<file path="src/srq_pkg.sv">
// Shared types and constants for the sorted ready queue.
`timescale 1ns / 1ps
`default_nettype none

package srq_pkg;

  // Default sizes handed to the top level.
  localparam int QUEUE_DEPTH_DEF = 512;
  localparam int TIME_WIDTH_DEF  = 16;
  localparam int PRIO_WIDTH_DEF  = 8;

  // Width of a task index, fixed by the item format.
  localparam int INDEX_WIDTH = 9;

  // Cells whose search flag ripples through combinationally before a register.
  localparam int SEG_CELLS = 8;

  // Operation codes carried in the input item.
  localparam logic OP_PUSH = 1'b0;
  localparam logic OP_POP  = 1'b1;

  // Command broadcast to every cell of the row.
  typedef enum logic [2:0] {
    CELL_IDLE   = 3'd0,
    CELL_APPEND = 3'd1,
    CELL_SCAN   = 3'd2,
    CELL_INSERT = 3'd3,
    CELL_POP    = 3'd4
  } cell_op_t;

endpackage

`default_nettype wire

</file>
<file path="src/srq_cell.sv">
// One storage cell of the queue row, holding one entry and its search flag.
`timescale 1ns / 1ps
`default_nettype none

module srq_cell #(
  parameter int QUEUE_DEPTH = 512,
  parameter int TIME_WIDTH  = 16,
  parameter int PRIO_WIDTH  = 8,
  parameter int CELL_ID     = 0
) (
  input  wire logic                               clk,
  input  wire logic                               rst,
  input  wire srq_pkg::cell_op_t                  op,
  input  wire logic [$clog2(QUEUE_DEPTH+1)-1:0]   count,
  input  wire logic [srq_pkg::INDEX_WIDTH-1:0]    new_index,
  input  wire logic [TIME_WIDTH-1:0]              new_tkey,
  input  wire logic [PRIO_WIDTH-1:0]              new_prio,
  input  wire logic [srq_pkg::INDEX_WIDTH-1:0]    left_index,
  input  wire logic [TIME_WIDTH-1:0]              left_time,
  input  wire logic [PRIO_WIDTH-1:0]              left_prio,
  input  wire logic [srq_pkg::INDEX_WIDTH-1:0]    right_index,
  input  wire logic [TIME_WIDTH-1:0]              right_time,
  input  wire logic [PRIO_WIDTH-1:0]              right_prio,
  input  wire logic                               seen_in,
  input  wire logic                               left_seen,
  output logic                                    seen_out,
  output logic                                    seen,
  output logic [srq_pkg::INDEX_WIDTH-1:0]         cur_index,
  output logic [TIME_WIDTH-1:0]                   cur_tkey,
  output logic [PRIO_WIDTH-1:0]                   cur_prio
);
  import srq_pkg::*;

  localparam int CNT_W = $clog2(QUEUE_DEPTH + 1);

  logic in_use;
  logic tail;
  logic beats;
  logic hit;

  // The cell holds a live entry when its place lies below the fill count;
  // the first free place is the tail.
  always_comb begin
    in_use   = CNT_W'(CELL_ID) < count;
    tail     = CNT_W'(CELL_ID) == count;
    beats    = (new_tkey < cur_tkey) ||
               ((new_tkey == cur_tkey) && (new_prio > cur_prio));
    hit      = in_use ? beats : tail;
    seen_out = seen_in | hit;
  end

  // Search flag: set once this cell or one ahead of it takes the new entry.
  always_ff @(posedge clk) begin
    if (rst) begin
      seen <= 1'b0;
    end else begin
      case (op)
        CELL_SCAN:   seen <= seen_out;
        CELL_INSERT: seen <= 1'b0;
        default:     ;
      endcase
    end
  end

  // Entry payload: load the new item, take the left neighbour or the right.
  always_ff @(posedge clk) begin
    case (op)
      CELL_APPEND: begin
        if (tail) begin
          cur_index <= new_index;
          cur_tkey  <= new_tkey;
          cur_prio  <= new_prio;
        end
      end
      CELL_INSERT: begin
        if (seen && !left_seen) begin
          cur_index <= new_index;
          cur_tkey  <= new_tkey;
          cur_prio  <= new_prio;
        end else if (seen) begin
          cur_index <= left_index;
          cur_tkey  <= left_time;
          cur_prio  <= left_prio;
        end
      end
      CELL_POP: begin
        cur_index <= right_index;
        cur_tkey  <= right_time;
        cur_prio  <= right_prio;
      end
      default: ;
    endcase
  end

endmodule

`default_nettype wire

</file>
<file path="config.mk">
export PLATFORM = sky130hd
export DESIGN_NAME = srq_cell
export DESIGN_NICKNAME = d
export VERILOG_FILES = /design/src/srq_pkg.sv /design/src/srq_cell.sv
export SDC_FILE = /design/constraint.sdc
export NUM_CORES = 1
export LEC_CHECK = 0
export ABC_AREA = 1
export BUFFER_PORTS_ARGS = -buffer_cell sky130_fd_sc_hd__buf_2
export CORE_ASPECT_RATIO = 0.7
export CORE_MARGIN = 10
export CORE_UTILIZATION = 48
export DETAILED_ROUTE_END_ITERATION = 8
export PLACE_DENSITY = 0.87
export SYNTH_ARGS = -nofsm -noshare
export SYNTH_HDL_FRONTEND = slang
export SYNTH_SLANG_ARGS = --single-unit
</file>
<file path="constraint.sdc">
create_clock -name clk -period 5.7 [get_ports clk]
set_input_delay 1.14 -clock clk [delete_from_list [all_inputs] [get_ports clk]]
set_output_delay 1.14 -clock clk [all_outputs]
set_load 0.01 [all_outputs]
</file>
* Word-level counts from Yosys, hierarchy flattened
Index checks and enable logic that the tools add are counted.
** Word-level totals
- Register bits after elaboration :: 34
- Bits of input ports :: 116
- Output and inout bits :: 35
- Word-level logic and storage cells :: 37
** Cells by class
- $lt $le $gt $ge :: 3
- Eq/ne operators :: 7
- Multiplexer cells :: 14
- Bitwise gates (word level) :: 1
- Reduce and logical (&&, ||, !) cells :: 8
** Operators with widths (count)
- 16-bit two-way mux :: 3
- 16-bit one-hot mux with 3 select lines :: 1
- 9-bit two-way mux :: 3
- 9-bit one-hot mux with 3 select lines :: 1
- 8-bit two-way mux :: 3
- 8-bit one-hot mux with 3 select lines :: 1
- 16-bit equality test :: 1
- 16-bit less-than comparator :: 1
- 10-bit logical NOT :: 1
- 1-bit by 10-bit less-than comparator with 1-bit output (first input constant) :: 1
- 8-bit > comparator :: 1
- 3-bit by 2-bit equality test with 1-bit output (second input constant) :: 2
- 3-bit by 1-bit equality test with 1-bit output (second input constant) :: 1
- 3-bit equality test (second input constant) :: 1
- 3-bit != test (second input constant) :: 1
- 3-bit AND reduction :: 1
- 3-bit nonzero test :: 1
- 1-bit logical AND :: 2
- 2-bit != test (second input constant) :: 1
- 1-bit one-hot mux with 2 select lines :: 1
- 2-bit nonzero test :: 1
- 1-bit logical NOT :: 1
- 1-bit logical OR :: 1
- 1-bit two-way mux :: 1
- 1-bit bitwise OR :: 1

* Logic depth before layout (Yosys ltp)
Gate-level depths: netlist of run 1.
- Depth after elaboration :: 6
- Gate-level depth with buffers :: 14
- Gate-level depth less buffers :: 14

* Least setup slack after synthesis of run 1
No wires, ideal clock.
- Path type :: input to register
- Start :: input port op[2]
- End :: register cur_index[0] in the netlist's numbering (enable)
- Library setup time :: 0.438 ns
- Arrival :: 3.403 ns
- Required time :: 5.262 ns
- Path slack :: 1.859 ns
- Cell stages on the path :: 6
- Buffers on the path :: 1
- Cells stage by stage :: inv_1 nand3_1 inv_2 nor2_4 buf_2 a22oi_1
** On the way
- Longest elaborated chain between the ends :: 3
- Elaborated cells on any way between the ends :: 7
- Those cells by class :: eq/ne (5); reduce/logical (2)
** RTL lines
- start, declared :: RTL line srq_cell.sv:13 : input wire srq_pkg::cell_op_t op,
- 3-bit by 2-bit equality test with 1-bit output (tied with other cells) :: RTL line srq_cell.sv:67 : case (op)
- 3-bit != test (no source line) (tied with other cells)
- 3-bit AND reduction (no source line) *
- end signal, assigned :: RTL line srq_cell.sv:70 : cur_index <= new_index;
- end signal, assigned :: RTL line srq_cell.sv:77 : cur_index <= new_index;
- end signal, assigned :: RTL line srq_cell.sv:81 : cur_index <= left_index;
- end, declared :: RTL line srq_cell.sv:28 : output logic [srq_pkg::INDEX_WIDTH-1:0] cur_index,
Mark *: on every way between the ends. The rest lies on a longest branch, timed or not.
A chain may end at the register's enable or synchronous reset.

* Worst setup path in the final report of run 1
- Start :: input port op[2]
- End :: register cur_prio[5] (enable)
** On the way
- Longest elaborated chain between the ends :: 3
- Elaborated cells on any way between the ends :: 7
- Those cells by class :: eq/ne (5); reduce/logical (2)
** RTL lines
- 3-bit by 2-bit equality test with 1-bit output (tied with other cells) :: RTL line srq_cell.sv:67
- 3-bit != test (no source line) (tied with other cells)
- 3-bit AND reduction (no source line) *
- end signal, assigned :: RTL line srq_cell.sv:72 : cur_prio <= new_prio;
- end signal, assigned :: RTL line srq_cell.sv:79 : cur_prio <= new_prio;
- end signal, assigned :: RTL line srq_cell.sv:83 : cur_prio <= left_prio;
- end, declared :: RTL line srq_cell.sv:30 : output logic [PRIO_WIDTH-1:0] cur_prio
Marks and branches as above.

==> run_results.csv, run 1 <==
group,metric,value,unit
outcome,status,"finished clean",
placement,hpwl,7.43,mm
clock_tree,post_cts_resized,0,
logic_synthesis,synth_cells,336,
clock_tree,tritoncts,"yes",
critical_path,regToRegSetupSlack,3910,ps
power,total_power,641,µW
critical_path,r2r_cells,3,
drt,drt-vias-per-instance,5.35,
logic_synthesis,syn_area,2620,µm²
power,power_density,183,nW/µm²
logic_synthesis,ys_warn_count,0,
finish,seqCellArea,1010,µm²
clock_tree,cts-root-buf,"clkbuf_8",
hold_path,hold_class,"register to register",
grt,grt_pass1_wl,14.1,mm
timing,grt_setup_unrepaired,"false",
power,p_leak,1.73,nW
clock_tree,cts_buffer_depth,2,
grt,grt_pass1_vias,2961,
finish,drive_gt1_share,35.1,%
timing,slew_viol_final,0,
clock_tree,insertion_delay,280,ps
critical_path,endpoint,"cur_prio[5]$_DFFE_PP_",
clock_tree,numCtsBuffers,5,
grt,grt_usage,19.7,%
clock_tree,cts.hold.buffers_added,0,
power,ir_worst_vdd,0.000125,V
logic_synthesis,synthFlopType,"edfxtp_1",
die,ios,151,
drt,drtPass1Iterations,5,
grt,overflow,0,
finish,final_cell_mix,"buf_2, nand2_1, nor2_1",
finish,final_common_cell,"buf_2",
die,rows,22,
clock_tree,cts.sinks,34,
finish,num-fill-cells,469,
logic_synthesis,syn_area_per_cell,7.81,µm²
finish,area_growth,33.4,%
die,die_h,81.8,µm
timing,fmax,0.279,GHz
finish,antenna_cells,0,
clock_tree,clk_pin_slew,60,ps
placement,place.gp.congestion,0.827,
drt,drc,0,
timing,finalCritPeriodShare,62.8,%
logic_synthesis,yosysSeqAreaShare,38.5,%
critical_path,end_kind,"register",
drt,vias,2957,
critical_path,start_kind,"input port",
clock_tree,htreeDepth,2,
critical_path,startpoint,"op[2]",
clock_tree,cts_setup_buffers,0,
critical_path,crit_type,"input port to register",
timing,min_period,3580,ps
critical_path,worstPathArrival,3540,ps
logic_synthesis,synthArstFlopShare,0,%
logic_synthesis,synth.ff_latch_count,34,
logic_synthesis,synthDistinctLibCells,29,
finish,final_nets,620,
drt,final_antenna_net_count,0,
drt,wirelength,9.28,mm
critical_path,cp_max_fo,25,
drt,detail_route.wl_per_cell,16.8,µm
timing,finalHoldViolCount,0,
timing,relSlewSlack,54.2,%
die,die-width,108,µm
critical_path,r2r-start,"seen$_SDFFE_PP0P_",
logic_synthesis,synth_enable_flop_cells,33,
finish,multi_input_area,1410,µm²
die,fp.dieArea,8870,µm²
critical_path,r2r-end,"cur_prio[5]$_DFFE_PP_",
critical_path,crit_required,5650,ps
logic_synthesis,synth_fp_nets,476,
grt,antenna_found_initial,1,
job,maxCapViolations,0,
drt,drtIter0Drc,262,
die,initial_core_util,49.9,%
grt,grt_start_max_net_pins,35,
timing,worst_pin_slew,687,ps
timing,setup_viol,0,
die,fp.coreArea,5260,µm²
timing,setup_tns,0,ps
placement,port-buffer-count,150,
timing,final.setup_skew,5.60,ps
-- kinds of logic after synthesis --
family                   after synthesis  share of synthesized area (%)
flip-flops                            34                           38.5
adder cells (fa/ha/maj)               24                           11.5
buffers and inverters                 52                           8.06
AO/OA/AOI/OAI                         90                           20.8
AND/OR/NAND/NOR                      136                           21.1
-- per-stage QoR --
step                      hold WS [ps]  std cells  setup slack (ps)  cell area [µm²]  util, %
after detailed placement           503        545              1810             3420     65.0
after CTS                          512        553              2100             3500     66.5
after floorplan                    504        336              1860             2620        -
after global routing               542        553              1920             3500     66.5
after global placement             492        545              1810             3420     65.0
final                              526        553              2120             3500     66.5
-- state kept, by name (all words and copies together), names as in the netlist --
signal and count:
cur_index 9, cur_prio 8, cur_tkey 16, seen 1
-- Yosys cell counts, drive strengths merged, types with 4 or more instances --
library cell | count | share of area (%)
o31ai | 10 | 2.9
inv | 36 | 5.2
buf | 11 | 2.1
nor2 | 41 | 6.2
o21ai | 34 | 6.5
edfxtp | 33 | 38
clkbuf | 5 | 0.76
nand4 | 4 | 0.95
o211ai | 21 | 6.0
ha | 24 | 11
a21oi | 19 | 3.6
nand2 | 82 | 12
nand3 | 4 | 0.76
-- worst min path at each step --
stage,slack [ps],start,end,depth (start not counted)
final,530,seen$_SDFFE_PP0P_,seen$_SDFFE_PP0P_,2
after global routing,540,seen$_SDFFE_PP0P_,seen$_SDFFE_PP0P_,2
after CTS,510,seen$_SDFFE_PP0P_,seen$_SDFFE_PP0P_,2
after detailed placement,500,seen$_SDFFE_PP0P_,seen$_SDFFE_PP0P_,2
after global placement,490,seen$_SDFFE_PP0P_,seen$_SDFFE_PP0P_,2
after floorplan,500,seen$_SDFFE_PP0P_,seen$_SDFFE_PP0P_,2
-- critical path, cell delays in order --
cell	delay, ps
buf_2	100
inv_1	130
nand3_1	390
inv_2	510
nor2_4	230
a22oi_2	590
buf_4	430
-- power by group --
group	internal, mW	switching (mW)	total, mW	leakage [nW]
sequential	0.295	0.00621	0.301	0.317
clock	0.0839	0.0857	0.170	0.0426
combinational	0.0752	0.0951	0.170	1.37
total	0.454	0.187	0.641	1.73
-- cell type report --
class	instances	share of cell area, %
inverters	36	3.86
repair buffers	153	22.1
well taps	72	2.58
clock buffers	6	2.07
clock inverters	2	0.250
flip-flops and latches	34	28.9
multi-input cells	250	40.2
-- routing by layer --
layer | wire length [µm] | GRT usage, % | vias to the layer above
li1 | - | - | 1442
met1 | 3910 | 24.9 | 1332
met2 | 4060 | 30.8 | 170
met3 | 1180 | 8.29 | 13
met4 | 115 | 4.86 | 0
met5 | 0 | 0 | -
Note: power is estimated with default switching activity, not from simulation.
==> run 2: changes to the inputs <==
--- a/config.mk
+++ b/config.mk
@@ -9,9 +9,9 @@
 export BUFFER_PORTS_ARGS = -buffer_cell sky130_fd_sc_hd__buf_2
 export CORE_ASPECT_RATIO = 0.7
 export CORE_MARGIN = 10
-export CORE_UTILIZATION = 48
+export CORE_UTILIZATION = 45
 export DETAILED_ROUTE_END_ITERATION = 8
-export PLACE_DENSITY = 0.87
+export PLACE_DENSITY = 0.82
 export SYNTH_ARGS = -nofsm -noshare
 export SYNTH_HDL_FRONTEND = slang
 export SYNTH_SLANG_ARGS = --single-unit
==> constraint.sdc (replaced) <==
create_clock -name clk -period 3.3 [get_ports clk]
set_input_delay 0.66 -clock clk [delete_from_list [all_inputs] [get_ports clk]]
set_output_delay 0.66 -clock clk [all_outputs]
set_load 0.01 [all_outputs]
==> run_results.csv, run 2 (synthesis gave the netlist of run 1 again) <==
group,metric,value,unit
finish,top_register,"cur_tkey",
clock_tree,cts_buffer_depth,2,
grt,grt_pass1_vias,2901,
grt,grt_start_max_net_pins,35,
drt,drtIter0Drc,240,
die,die_h,83.9,µm
timing,grt_setup_unrepaired,"false",
drt,top_layer_used,"met4",
clock_tree,clk_pin_slew,70,ps
clock_tree,insertion_delay,280,ps
timing,finalHoldViolCount,0,
placement,dp_cells,551,
finish,final_cells,559,
die,ios,151,
timing,final.setup_skew,8.25,ps
die,rows,23,
critical_path,worst_path_largest_cell_delay,310,ps
critical_path,critPathTopFamily,"simple AND/OR/NAND/NOR gates",
critical_path,start_kind,"input port",
timing,min_period,2520,ps
finish,area_growth,35.7,%
placement,hpwl,7.30,mm
critical_path,path_buf_inv,2,
finish,largestRegisters,"cur_tkey x16, cur_index x9, cur_prio x8",
drt,vias,2907,
finish,num-fill-cells,509,
drt,final_antenna_net_count,0,
timing,setup_ws,780,ps
clock_tree,tritoncts,"yes",
timing,setup_tns,0,ps
timing,worst_pin_slew,710,ps
critical_path,crit_path_top_delay_cell,"ha_1",
finish,antenna_cells,0,
drt,drc,0,
timing,setup_viol,0,
timing,fmax,0.397,GHz
finish,final_common_cell,"buf_2",
drt,detail_route.wl_per_cell,16.7,µm
drt,met1_length,4.04,mm
finish,final_cell_mix,"buf_2, nand2_1, nor2_1",
finish,largest_reg_flops,16,
critical_path,crit_required,2640,ps
die,initial_core_util,46.0,%
timing,finalCritPeriodShare,76.4,%
timing,relSlewSlack,52.7,%
clock_tree,cts.hold.buffers_added,0,
finish,drive_gt1_share,35.7,%
drt,wirelength,9.35,mm
hold_path,hold_class,"register to register",
outcome,status,"finished clean",
die,die-width,111,µm
critical_path,cp_max_fo,3,
clock_tree,post_cts_resized,0,
drt,drtPass1Iterations,7,
critical_path,worstPathArrival,1860,ps
placement,place.gp.congestion,0.816,
timing,slew_viol_final,0,
die,fp.dieArea,9330,µm²
clock_tree,numCtsBuffers,5,
critical_path,crit_chain,"buf_2 -> ha_1 -> nand4_1 -> nor2_1 -> nand2_1 -> nor2_1 -> nand2_1 -> nand3_1 -> buf_2",
finish,final_nets,623,
grt,grt_usage,18.9,%
power,p_leak,1.76,nW
drt,dr_wl_met3,966,µm
power,power_density,341,nW/µm²
clock_tree,cts-root-buf,"clkbuf_8",
drt,wl_met2,4.22,mm
placement,pre_cts_ws,760,ps
critical_path,crit_type,"input port to primary output",
power,total_power,1.22,mW
placement,port-buffer-count,150,
grt,overflow,0,
drt,drt-vias-per-instance,5.20,
job,maxCapViolations,0,
clock_tree,cts_setup_buffers,0,
clock_tree,cts.sinks,34,
clock_tree,htreeDepth,2,
grt,antenna_found_initial,1,
critical_path,end_kind,"primary output",
power,ir_worst_vdd,0.000214,V
die,fp.coreArea,5700,µm²
grt,grt_pass1_wl,14.6,mm
==> run 2: path summary, 6_finish.rpt <==
kind	from	to	slack [ps]	cells after the start
max	new_tkey[15]	seen_out	780	9
min	seen$_SDFFE_PP0P_	seen$_SDFFE_PP0P_	520	2
max reg2reg	seen$_SDFFE_PP0P_	cur_tkey[6]$_DFFE_PP_	1490	5
min reg2reg	seen$_SDFFE_PP0P_	seen$_SDFFE_PP0P_	520	2
==> run 2: report_power, final <==
group          internal (mW)  switching (mW)
Combinational          0.132           0.165
Sequential             0.509          0.0107
Clock                  0.246           0.152
==> run 2: worst min-delay path, cell delays in order, from the launching register on <==
cell and delay, ps:
dfxtp_1 340, nand2_1 70, a21oi_1 60
==> run 2: cell type report <==
cell class	instances	area (µm²)	share of cell area, %
clock buffers	7	86.3	2.43
multi-input cells	250	1410	39.5
inverters	36	135	3.80
well taps	75	93.8	2.64
flip-flops and latches	34	1010	28.4
repair buffers	156	796	22.4
clock inverters	1	30.0	0.844
==> run 2: stage by stage <==
step                      instance area [µm²]  util [%]  hold WS (ps)
final                                    3560      62.5           515
after floorplan                          2630         -           504
after detailed placement                 3440      60.4           506
after global routing                     3560      62.5           515
after global placement                   3440      60.4           473
after CTS                                3560      62.5           517
==> run 2: metal layers <==
metal	global-route usage, %	vias to the layer above
met3	7.33	12
met5	0	-
met2	31.2	170
met1	22.5	1269
li1	-	1456
met4	5.01	0
==> run 3: changes to the inputs <==
==> constraint.sdc (replaced) <==
create_clock -name clk -period 2.59 [get_ports clk]
set_input_delay 0.518 -clock clk [delete_from_list [all_inputs] [get_ports clk]]
set_output_delay 0.518 -clock clk [all_outputs]
set_load 0.01 [all_outputs]
==> run_results.csv, run 3 (synthesis gave the netlist of run 1 again) <==
group,metric,value,unit
outcome,status,"finished clean",
finish,final_cells,562,
clock_tree,post_cts_resized,0,
drt,wirelength,9.56,mm
power,p_leak,1.76,nW
clock_tree,clk_pin_slew,80,ps
critical_path,r2r-start,"cur_tkey[11]$_DFFE_PP_",
grt,overflow,0,
timing,relSlewSlack,52.4,%
critical_path,r2r_cells,10,
grt,antenna_found_initial,1,
placement,port-buffer-count,150,
timing,fmax,0.428,GHz
clock_tree,cts-root-buf,"clkbuf_8",
grt,grtUsageMet1,23.9,%
finish,largestRegisters,"cur_tkey x16, cur_index x9, cur_prio x8",
grt,met3_usage,6.68,%
die,die_h,83.9,µm
grt,grt_pass1_wl,15.4,mm
critical_path,r2r-end,"seen$_SDFFE_PP0P_",
grt,grt_usage,19.9,%
critical_path,regToRegSetupSlack,960,ps
finish,drive_gt1_share,36.2,%
grt,grt_busiest_layer,"met2",
clock_tree,cts_buffer_depth,2,
timing,min_period,2330,ps
drt,drc,0,
die,ios,151,
finish,final_nets,625,
die,fp.dieArea,9330,µm²
clock_tree,cts.sinks,34,
timing,grt_setup_unrepaired,"false",
critical_path,crit_path_top_delay_cell,"edfxtp_1",
placement,dp_cells,553,
drt,vias,2919,
critical_path,crit_required,2070,ps
die,fp.coreArea,5700,µm²
hold_path,hold_class,"input port to register",
critical_path,end_kind,"primary output",
finish,area_growth,35.6,%
drt,drt-vias-per-instance,5.19,
timing,slew_viol_final,0,
placement,hpwl,7.51,mm
critical_path,crit_type,"register to primary output",
drt,final_antenna_net_count,0,
drt,drtIter0Drc,231,
clock_tree,numCtsBuffers,5,
drt,detail_route.wl_per_cell,17.0,µm
clock_tree,cts_setup_buffers,0,
finish,largest_reg_flops,16,
die,initial_core_util,46.0,%
clock_tree,cts.hold.buffers_added,0,
drt,drtPass1Iterations,5,
finish,num-fill-cells,547,
timing,setup_ws,255,ps
placement,place.gp.congestion,0.846,
power,total_power,1.47,mW
grt,use_met2,33.9,%
timing,final.setup_skew,7.59,ps
critical_path,start_kind,"register",
clock_tree,htreeDepth,2,
finish,post-route-util,62.4,%
clock_tree,tritoncts,"yes",
critical_path,cp_max_fo,3,
job,maxCapViolations,0,
timing,worst_pin_slew,714,ps
grt,grt_start_max_net_pins,35,
timing,finalHoldViolCount,0,
hold_path,whs_endpoint,"seen$_SDFFE_PP0P_",
timing,finalCritPeriodShare,90.1,%
timing,setup_viol,0,
critical_path,worstPathArrival,1820,ps
die,rows,23,
clock_tree,insertion_delay,290,ps
finish,top_register,"cur_tkey",
grt,grt_pass1_vias,3108,
finish,final_cell_mix,"buf_2, nand2_1, nor2_1",
critical_path,worst_path_largest_cell_delay,380,ps
hold_path,worstHoldStart,"rst",
critical_path,crit_chain,"inv_1 -> ha_1 -> nand4_1 -> nor2_1 -> nand2_1 -> nor2_1 -> nand2_1 -> nand3_1 -> buf_2",
die,die-width,111,µm
hold_path,holdPathStages,2,
finish,final_common_cell,"buf_2",
power,power_density,412,nW/µm²
timing,setup_tns,0,ps
placement,pre_cts_ws,352,ps
power,ir_worst_vdd,0.000275,V
==> run 3: cell count changes in the layout (fill, tap and decap cells not counted) <==
| cell | delta |
|---|---|
| clkinvlp_4 | +1 |
| bufinv_16 | -1 |
| buf_4 | +2 |
| diode_2 | +1 |
| clkinv_2 | +1 |
| clkbuf_1 | -1 |
==> run 3: critical path, delay by kind of cell (launching register included) <==
family	cells	cell delay [ps]
adders and majority gates	1	310
DFF	1	380
and+or+nand+nor	6	630
buffers and inverters	2	210
==> run 3: worst max path at each step <==
stage                           startpoint                     end  slack (ps)  cells after the start
floorplan                            op[2]  cur_index[0]$_DFFE_PP_          90                      6
global placement              new_tkey[15]                seen_out         380                      9
detailed placement            new_tkey[15]                seen_out         350                      9
CTS                  cur_tkey[3]$_DFFE_PP_                seen_out         280                     10
global route         cur_tkey[3]$_DFFE_PP_                seen_out         110                     10
finish              cur_tkey[11]$_DFFE_PP_                seen_out         260                      9
==> run 3: cell type report <==
type | count | area [µm²] | share of cell area [%]
tap | 75 | 93.8 | 2.64
multi-input combinational | 250 | 1410 | 39.6
antenna | 1 | 2.50 | 0.0704
timing repair buffer | 158 | 811 | 22.8
sequential | 34 | 1010 | 28.4
clock inverter | 2 | 12.5 | 0.352
clock buffer | 6 | 82.6 | 2.32
inverter | 36 | 135 | 3.80
==> run 3: layer usage <==
metal | vias up | routed length (µm)
met2 | 152 | 4530
met3 | 4 | 968
met1 | 1307 | 4010
met4 | 0 | 51
li1 | 1456 | -
met5 | - | 0
==> run 3: power breakdown <==
part	internal (mW)	leakage [nW]	total (mW)	switching [mW]
Clock	0.214	0.0472	0.421	0.207
Combinational	0.170	1.40	0.383	0.213
Sequential	0.649	0.317	0.663	0.0138
Total	1.03	1.76	1.47	0.434
==> run 3: per-stage QoR <==
step	hold WS, ps	cell area, µm²
floorplan	504	2630
global placement	478	3460
detailed placement	496	3460
CTS	376	3550
global route	371	3550
finish	386	3560
